<file path="src/hdl/copy_number_segment_merger_macros.svh">
// ----------------------------------------------------------------------------
// Copy-number segment merger assertion macros
// Concurrent assertion wrappers, empty when SYNTHESIS is defined.
// ----------------------------------------------------------------------------
`ifndef COPY_NUMBER_SEGMENT_MERGER_MACROS_SVH
`define COPY_NUMBER_SEGMENT_MERGER_MACROS_SVH

`ifndef SYNTHESIS
`define CNSM_ASSERT(lbl, clk, rstn, prop) \
  lbl: assert property (@(posedge clk) disable iff (!rstn) prop) \
    else $error("assertion failed");
`define CNSM_ASSERT_NEVER(lbl, clk, rstn, cond) \
  lbl: assert property (@(posedge clk) disable iff (!rstn) !(cond)) \
    else $error("forbidden condition seen");
`else
`define CNSM_ASSERT(lbl, clk, rstn, prop)
`define CNSM_ASSERT_NEVER(lbl, clk, rstn, cond)
`endif

`endif

</file>
<file path="src/hdl/cnsm_pkg.sv">
// ----------------------------------------------------------------------------
// Copy-number segment merger package
// Constants, transaction types and helpers shared by the merger.
// ----------------------------------------------------------------------------
`default_nettype none

package cnsm_pkg;

  localparam int NumSamples = 8;
  localparam int CnWidth    = 8;
  localparam int MaxBins    = 65536;
  localparam int BinW       = (MaxBins > 1) ? $clog2(MaxBins) : 1;
  localparam int IdxW       = 16;
  localparam int CountW     = 17;

  localparam logic [BinW-1:0]   BinMax   = BinW'(MaxBins - 1);
  localparam logic [CountW-1:0] CountMax = '1;

  localparam logic [1:0] ModeMerge   = 2'd0;
  localparam logic [1:0] ModeVarOnly = 2'd1;

  localparam logic [1:0] RegNormal = 2'd0;
  localparam logic [1:0] RegMode   = 2'd1;

  typedef struct packed {
    logic [7:0]  chromosome;
    logic [23:0] position;
    logic [63:0] sample_cns;
    logic        last_bin;
  } bin_t;

  typedef struct packed {
    logic              segment_valid;
    logic [7:0]        seg_chromosome;
    logic [IdxW-1:0]   first_index;
    logic [IdxW-1:0]   last_index;
    logic [23:0]       first_position;
    logic [23:0]       last_position;
    logic [CountW-1:0] invariant_count;
    logic              is_final;
  } res_t;

  typedef struct packed {
    logic            open;
    logic [7:0]      chromosome;
    logic [IdxW-1:0] first_index;
    logic [IdxW-1:0] last_index;
    logic [23:0]     first_position;
    logic [23:0]     last_position;
    logic [63:0]     cn_vector;
  } seg_t;

  function automatic res_t seg_rec(input seg_t s);
    res_t r;
    r                 = '0;
    r.segment_valid   = 1'b1;
    r.seg_chromosome  = s.chromosome;
    r.first_index     = s.first_index;
    r.last_index      = s.last_index;
    r.first_position  = s.first_position;
    r.last_position   = s.last_position;
    return r;
  endfunction

endpackage

`default_nettype wire

</file>
<file path="src/hdl/copy_number_segment_merger.sv">
// ----------------------------------------------------------------------------
// Copy-number segment merger
// Classifies genomic bins as variable or invariable; in merge mode it merges runs
// of equal variable bins into segments, in the other modes it emits single-bin segments.
// ----------------------------------------------------------------------------
//  channel | direction | handshake              | payload
//  in      | input     | in_valid_i / in_stall_o   | cnsm_pkg::bin_t
//  out     | output    | out_valid_o / out_stall_i | cnsm_pkg::res_t
//  cfg     | input     | cfg_valid_i / cfg_ready_o | cfg_index_i, cfg_data_i
//
//  One bin per cycle while out_stall_i is low and each bin yields at most one result; a
//  bin that yields two results keeps the two-entry output buffer busy until both leave.
//  A bin is taken when the output buffer is empty after this cycle's transfer.
//  Results are registered and appear in the cycle after the bin is taken.
//  Reset: normal_value 2, merge mode, no open segment, counters zero.
//  out_stall_i holds the buffer head; in_stall_o follows buffer occupancy.
// ----------------------------------------------------------------------------
`default_nettype none

`include "copy_number_segment_merger_macros.svh"

module copy_number_segment_merger (
  input  wire logic           clk_i,
  input  wire logic           rst_ni,
  input  wire logic           in_valid_i,
  output logic                in_stall_o,
  input  wire cnsm_pkg::bin_t in_data_i,
  output logic                out_valid_o,
  input  wire logic           out_stall_i,
  output cnsm_pkg::res_t      out_data_o,
  input  wire logic           cfg_valid_i,
  output logic                cfg_ready_o,
  input  wire logic [1:0]     cfg_index_i,
  input  wire logic [7:0]     cfg_data_i
);

  logic [7:0] normal_q;
  logic [1:0] mode_q;

  cnsm_pkg::seg_t open_q, open_d;
  logic [cnsm_pkg::BinW-1:0]   bin_cnt_q, bin_cnt_d;
  logic [cnsm_pkg::CountW-1:0] inv_cnt_q, inv_cnt_d, inv_cnt_inc;

  cnsm_pkg::res_t slot_q [2];
  cnsm_pkg::res_t slot0_d, slot1_d;
  logic [1:0] cnt_q, cnt_d;

  logic [63:0] lanes;
  logic        is_var, cont, accept, pop, has_a, has_b;
  logic [1:0]  n_rem;
  cnsm_pkg::res_t rec_a, rec_b;
  cnsm_pkg::seg_t own_seg;
  logic [cnsm_pkg::IdxW-1:0] idx;

  assign cfg_ready_o = 1'b1;

  always_ff @(posedge clk_i or negedge rst_ni) begin
    if (!rst_ni) begin
      normal_q <= 8'd2;
      mode_q   <= cnsm_pkg::ModeMerge;
    end else if (cfg_valid_i) begin
      if (cfg_index_i == cnsm_pkg::RegNormal) normal_q <= cfg_data_i;
      if (cfg_index_i == cnsm_pkg::RegMode)   mode_q   <= cfg_data_i[1:0];
    end
  end

  assign out_valid_o = (cnt_q != 2'd0);
  assign out_data_o  = slot_q[0];
  assign pop         = out_valid_o && !out_stall_i;
  assign n_rem       = cnt_q - {1'b0, pop};
  assign in_stall_o  = (n_rem != 2'd0);
  assign accept      = in_valid_i && !in_stall_o;
  assign idx         = cnsm_pkg::IdxW'(bin_cnt_q);

  always_comb begin
    lanes  = '0;
    is_var = 1'b0;
    for (int i = 0; i < 8; i++) begin
      if (i < cnsm_pkg::NumSamples) begin
        lanes[8*i +: cnsm_pkg::CnWidth] = in_data_i.sample_cns[8*i +: cnsm_pkg::CnWidth];
      end
    end
    for (int i = 0; i < 8; i++) begin
      if (i < cnsm_pkg::NumSamples && lanes[8*i +: 8] != normal_q) is_var = 1'b1;
    end
  end

  always_comb begin
    cont = is_var && open_q.open && (open_q.chromosome == in_data_i.chromosome) &&
           (open_q.cn_vector == lanes);

    bin_cnt_d = bin_cnt_q;
    if (bin_cnt_q != cnsm_pkg::BinMax) bin_cnt_d = bin_cnt_q + 1'b1;
    inv_cnt_inc = inv_cnt_q;
    if (!is_var && inv_cnt_q != cnsm_pkg::CountMax) inv_cnt_inc = inv_cnt_q + 1'b1;
    inv_cnt_d = inv_cnt_inc;

    own_seg                = '0;
    own_seg.open           = 1'b1;
    own_seg.chromosome     = in_data_i.chromosome;
    own_seg.first_index    = idx;
    own_seg.last_index     = idx;
    own_seg.first_position = in_data_i.position;
    own_seg.last_position  = in_data_i.position;
    own_seg.cn_vector      = lanes;

    open_d = open_q;
    has_a  = 1'b0;
    has_b  = 1'b0;
    rec_a  = '0;
    rec_b  = '0;

    if (mode_q == cnsm_pkg::ModeMerge) begin
      if (cont) begin
        open_d.last_index    = idx;
        open_d.last_position = in_data_i.position;
      end else begin
        if (open_q.open) begin
          has_a       = 1'b1;
          rec_a       = cnsm_pkg::seg_rec(open_q);
          open_d.open = 1'b0;
        end
        if (is_var) open_d = own_seg;
      end
      if (in_data_i.last_bin) begin
        has_b = 1'b1;
        if (open_d.open) rec_b = cnsm_pkg::seg_rec(open_d);
        rec_b.is_final        = 1'b1;
        rec_b.invariant_count = inv_cnt_inc;
      end
    end else begin
      if (open_q.open) begin
        has_a       = 1'b1;
        rec_a       = cnsm_pkg::seg_rec(open_q);
        open_d.open = 1'b0;
      end
      if (is_var || mode_q != cnsm_pkg::ModeVarOnly) begin
        has_b = 1'b1;
        rec_b = cnsm_pkg::seg_rec(own_seg);
      end else if (in_data_i.last_bin) begin
        has_b = 1'b1;
      end
      if (in_data_i.last_bin) begin
        rec_b.is_final        = 1'b1;
        rec_b.invariant_count = inv_cnt_inc;
      end
    end

    if (in_data_i.last_bin) begin
      open_d    = '0;
      bin_cnt_d = '0;
      inv_cnt_d = '0;
    end
  end

  always_comb begin
    slot0_d = slot_q[0];
    slot1_d = slot_q[1];
    cnt_d   = cnt_q;
    if (accept) begin
      slot0_d = has_a ? rec_a : rec_b;
      slot1_d = rec_b;
      cnt_d   = {1'b0, has_a} + {1'b0, has_b};
    end else if (pop) begin
      slot0_d = slot_q[1];
      cnt_d   = n_rem;
    end
  end

  always_ff @(posedge clk_i or negedge rst_ni) begin
    if (!rst_ni) begin
      open_q    <= '0;
      bin_cnt_q <= '0;
      inv_cnt_q <= '0;
      cnt_q     <= 2'd0;
    end else begin
      cnt_q <= cnt_d;
      if (accept) begin
        open_q    <= open_d;
        bin_cnt_q <= bin_cnt_d;
        inv_cnt_q <= inv_cnt_d;
      end
    end
  end

  always_ff @(posedge clk_i) begin
    slot_q[0] <= slot0_d;
    slot_q[1] <= slot1_d;
  end

  `CNSM_ASSERT_NEVER(a_cnt_range, clk_i, rst_ni, cnt_q == 2'd3)
  `CNSM_ASSERT(a_last_gives_result, clk_i, rst_ni,
    accept && in_data_i.last_bin |=> out_valid_o)
  `CNSM_ASSERT(a_last_clears_stream, clk_i, rst_ni,
    accept && in_data_i.last_bin |=> !open_q.open && bin_cnt_q == '0 && inv_cnt_q == '0)
  `CNSM_ASSERT(a_empty_seg_zero, clk_i, rst_ni,
    out_valid_o && !out_data_o.segment_valid |-> out_data_o.first_index == '0 &&
    out_data_o.last_position == '0 && out_data_o.is_final)

endmodule

`default_nettype wire

</file>
<file path="config.mk">
export PLATFORM = sky130hd
export DESIGN_NAME = copy_number_segment_merger
export DESIGN_NICKNAME = d
export VERILOG_FILES = /design/src/hdl/cnsm_pkg.sv /design/src/hdl/copy_number_segment_merger.sv
export VERILOG_INCLUDE_DIRS = /design/src /design/src/hdl
export SDC_FILE = /design/constraint.sdc
export NUM_CORES = 1
export LEC_CHECK = 0
export BUFFER_PORTS_ARGS = -buffer_cell sky130_fd_sc_hd__buf_2
export CAP_MARGIN = 20
export CORE_MARGIN = 1
export CORE_UTILIZATION = 40
export CTS_BUF_LIST = sky130_fd_sc_hd__clkbuf_16
export DETAILED_ROUTE_END_ITERATION = 8
export PLACE_DENSITY = 0.7
export SYNTH_ARGS = -nofsm -noshare
export SYNTH_HDL_FRONTEND = slang
export SYNTH_SLANG_ARGS = --single-unit
</file>
<file path="constraint.sdc">
create_clock -name clk_i -period 5.7 [get_ports clk_i]
set_input_delay 0.57 -clock clk_i [delete_from_list [all_inputs] [get_ports clk_i]]
set_output_delay 0.57 -clock clk_i [all_outputs]
set_load 0.005 [all_outputs]
</file>
Word-level counts from Yosys, hierarchy flattened --
Memory sizes are Yosys's and may differ from the RTL's. Index checks and enable logic that the tools add are counted.
Storage, ports and cells: bits in registers 198, bits in latches 0, memory bits (writable) 214, memory bits (read-only) 0, input bits 112, output and inout bits 110, logic and storage cells 97, memories kept 1
Memories:
- slot_q | words 2, width 107, read ports 2, clocked after Yosys merged registers in 0, wr ports 2, line copy_number_segment_merger.sv:44 | cnsm_pkg::res_t slot_q [2];
Operators by class: add/sub/neg operators 4, multiply operators 0, div/mod/pow operators 0, magnitude comparators 0, equality and inequality tests 15, shift-type cells 0, multiplexer cells 42, bitwise gates (word level) 0, reductions and logical operators 23
Operators by type and width (number):
- 2-to-1 mux 107 bit | 11
- 2-to-1 mux 153 bit | 2
- 2-to-1 mux 152 bit | 1
- equality test 64 bit | 1
- 2-to-1 mux 64 bit | 1
- != test 8 bit | 8
- 2-to-1 mux 25 bit | 2
- 2-to-1 mux 16 bit | 3
- 2-to-1 mux 24 bit | 2
- 2-to-1 mux 17 bit | 2
- 2-to-1 mux 18 bit | 1
- adder 17 x 1 -> 17 bit (second input constant) | 1
- != test 17 bit (second input constant) | 1
- adder 16 x 1 -> 16 bit (second input constant) | 1
- != test 16 bit (second input constant) | 1
- 2-to-1 mux 1 bit | 15
- nonzero test 2 bit | 6
- equality test 8 bit | 1
- AND reduction 2 bit | 4
- logical AND 1 bit | 6
- logical NOT 2 bit | 2
- 2-to-1 mux 2 bit | 2
- AND reduction 4 bit | 1
- logical NOT 1 bit | 3
- other kinds (6) | 6

Depth between registers and ports, before layout --
depth after elaboration 19, depth in mapped cells 13, mapped depth without buffers 11

Least setup slack after synthesis --
Ideal clock, no wire load.
kind register to register, start point register cnt_q[1], end point memory slot_q[0][106] (netlist bit) (data pin), setup time 0.268 ns, arrival 5.120 ns, data required time 5.432 ns, setup slack 0.312 ns, stages on the path, launching flop included 11, path buffers 1, period minus slack after synthesis 5.388 ns, cells stage by stage dfrtp_1 or2_2 nand2b_1 inv_1 ha_1 xnor2_1 nand3_1 inv_1 clkbuf_1 nand2_1 o22a_1
RTL lines:
- from (decl) | line copy_number_segment_merger.sv:46 | logic [1:0] cnt_q, cnt_d;
- from (signal assigned) | line copy_number_segment_merger.sv:177 | cnt_q <= cnt_d;
- to (decl) | line copy_number_segment_merger.sv:44

==> run metrics <==
max_cap viols=0; Final nets=between 1.5k and 2k; fmax=approximately 240 MHz; synth warn=0; Critical Path RT=6.14 ns; ys async rst share=48.06%; flop-to-flop setup slack=1.51 ns; routability congestion estimate=0.8962; Worst path max stage delay=just over 0.8 ns; hold path startpoint=cfg_data_i[6]; fin cells=2300; R2R Path Start=open_q[151]; worst hold endpoint=normal_q[6]; worst-path maximum fanout=21; Worst path most repeated cell=nand4_1; Tmin final=4.195 ns; share of layout cells above drive strength 1=about a fifth; cell leakage power=9.570 nW; Mapped Cells=1563; die area=0.04934 sq mm; Post-synth top cells=a22o_1, edfxtp_1, dfrtp_1; Clock Pin Slew Worst Setup and Hold Paths=roughly 0.060 ns; die extent in y=222.1 um; initial antenna violation count=7; skew final=0.02957 ns; final wirelength=49750 um; Max Root-Sink Buffers=3; fin crit share=73.59%; top post-synthesis cells by area=edfxtp_1, dfrtp_1, a22o_1, buf_4, a21o_1; H-Tree Depth=2; root buf cell=clkbuf_16; initial core utilization=slightly above 40%; area grow syn2layout=12.90%; detailed router's first-iteration violation count=1300; relative slew slack=32.97%; row count=80; setup_tns=0 ns; vias per cell=5.820; detailed placement HPWL=31600 um; Fin Hold WS=0.2344 ns; postcts setup bufs=0; register area share after synthesis=58.73%; WP depth=9; Post-Syn Area=0.01938 sq mm; Seq cells post-synth=412; Worst Setup End Kind=flip-flop; placed cells=between 2k and 2.5k; Mapped Avg Cell Area=12.40 sq um; fill count=4245; Post-synth EDFFs=between 200 and 250; buffer and inverter count on the worst path=1; Cell variety after synth=54; Setup crit start kind=flip-flop; Core Area=0.04775 sq mm; vias in the first global route=13.15k; gr usage total=20.04%; total chip power=about 11 mW; post-synth top area share=33.16%; RSZ-0062 raised after global routing=false; Hold/Removal Path Class=input port to flip-flop; largest net degree at the start of global routing=143; top-count cell post-synth=a22o_1; Die X=around 220 um; clock sinks=between 400 and 500; PortBufs=220; Worst Tran Pin Value=1.005 ns; delay-heaviest family, CP=simple AND/OR/NAND/NOR gates; net count after synthesis=1680; VDD IR-drop max=between 0.2 and 0.3 mV; Clock Latency Late Sink=0.58 ns; Ports=222; Worst Path Arrival=approximately 4.6 ns; Hold Crit Depth=2; TritonCTS clock tree=yes; power per cell area=501.0 mW/mm^2; Via Count=13.39k; ys flop type=edfxtp_1; global-route wire length before repair=roughly 77000 um; Slew Limit Fails=0; Fin. Hold Viols=0; DRC violations left=0; final setup violation count=0; antenna viol nets, final=0; status=completed; CTS Buf Count=46; Critical R2R Capture=slot_q[0][64]; Remaining Overflow, GRT=0; slowest CP cell=nor3b_2; Reg2Reg Depth=9; critical setup path kind=flip-flop to flip-flop; First-pass DRT Iterations=6; WL/cell=21.63 um; Yosys top cell by area=edfxtp_1; ordered cell list for the critical path=xnor2_1, nand4_1, nor4_1, nand4_1, nor4_2, nor2_2, nor3b_2, buf_4, a21o_1
==> how the worst max path moves through the flow <==
stage / slack (ns) / end / startpoint
floorplan: 0.31 / slot_q[0][106] / cnt_q[1]
global placement: 1.41 / slot_q[0][59] / in_data_i[96]
detailed placement: 1.22 / slot_q[0][64] / in_data_i[96]
CTS: 1.49 / slot_q[0][88] / open_q[151]
global route: 1.17 / slot_q[0][92] / open_q[151]
finish: 1.51 / slot_q[0][64] / open_q[151]
==> cell usage in the layout (no fill, tap or decap), types with 3 or more instances in the layout <==
cell type   instances
a22o_1            287
buf_2             219
edfxtp_1          214
dfrtp_1           197
a21o_1             89
nand2_1            57
xnor2_1            49
inv_1              46
nor2_1             46
clkbuf_16          46
nand4_1            43
nor2b_1            40
o21ai_0            35
mux2i_1            32
xor2_1             30
buf_4              21
nand2b_1           20
nand3_1            18
a21oi_1            15
or4_1              14
and2_1             13
nor4_1             12
or3_1              12
and3_1             10
mux2_2             10
clkinv_2           10
nor3_1              9
clkinv_1            9
bufinv_16           7
o22ai_1             6
ha_1                5
o2111ai_1           4
clkinvlp_4          4
buf_12              4
diode_2             3
a22oi_1             3
nor2_4              3
and4_1              3
==> cell type report <==
class / instances / area (sq um) / share of cell area, %
timing repair buffer: 246 / 1358 / 6.204
antenna: 3 / 7.507 / 0.03431
clock inverter: 40 / 391.6 / 1.790
tap: 615 / 769.5 / 3.517
clock buffer: 46 / 1151 / 5.260
multi-input combinational: 896 / 6663 / 30.45
inverter: 42 / 160.2 / 0.7319
sequential: 412 / 11380 / 52.02
==> cells by family (layout without fill, tap and decap cells) <==
family	after synthesis	after routing	synth area share [%]
compound gates	451	451	18.75
fa+ha+maj	5	5	0.3228
other cells	1	4	0.01935
buf+inv	255	374	7.340
simple gates	317	317	8.980
flops	412	412	58.73
mux	43	43	2.285
xor+xnor	79	79	3.570
==> layer usage <==
| layer | vias to the layer above | GRT usage (%) | part of all wire [%] |
|---|---|---|---|
| met5 | - | 0 | 0.11 |
| met3 | 91 | 5.274 | 7.5 |
| met2 | 555 | 31.16 | 47 |
| met4 | 8 | 6.676 | 2.7 |
| li1 | 5958 | - | - |
| met1 | 6774 | 27.15 | 43 |
==> worst register-to-register path, delay by kind of cell, from the launching register on <==
| family | cells | cell delay, ns |
|---|---|---|
| AOI/OAI and AO/OA | 1 | 0.20 |
| xor gates and xnor gates | 1 | 0.40 |
| DFF | 1 | 0.42 |
| buffers and inverters | 1 | 0.44 |
| and+or+nand+nor | 6 | 2.63 |
==> report_power, final <==
group	internal (mW)	total, mW	switching (mW)
sequential	4.41	4.98	0.573
combinational	1.31	2.95	1.64
clock	1.80	3.03	1.24
total	7.51	11.0	3.45
==> state kept, by name (all words and copies together) (netlist names) <==
register	cells
mode_q	2
inv_cnt_q	17
cnt_q	2
bin_cnt_q	16
open_q	153
normal_q	8
slot_q	214
==> stage by stage <==
stage | instance area (sq um) | worst slack (ns) | util (%)
CTS | 21870 | 1.492 | 45.80
global route | 21880 | 1.173 | 45.83
global placement | 20310 | 1.408 | 42.55
detailed placement | 20310 | 1.222 | 42.55
floorplan | 19380 | 0.3124 | -
finish | 21880 | 1.505 | 45.83
==> repair_timing <==
action	4_1_cts	5_1_grt
hold buffers	1	0
hold endpoints to repair	33	0
setup endpoints to repair	0	0
resized for setup	0	0
No activity file was read; power rests on OpenSTA's default activity.
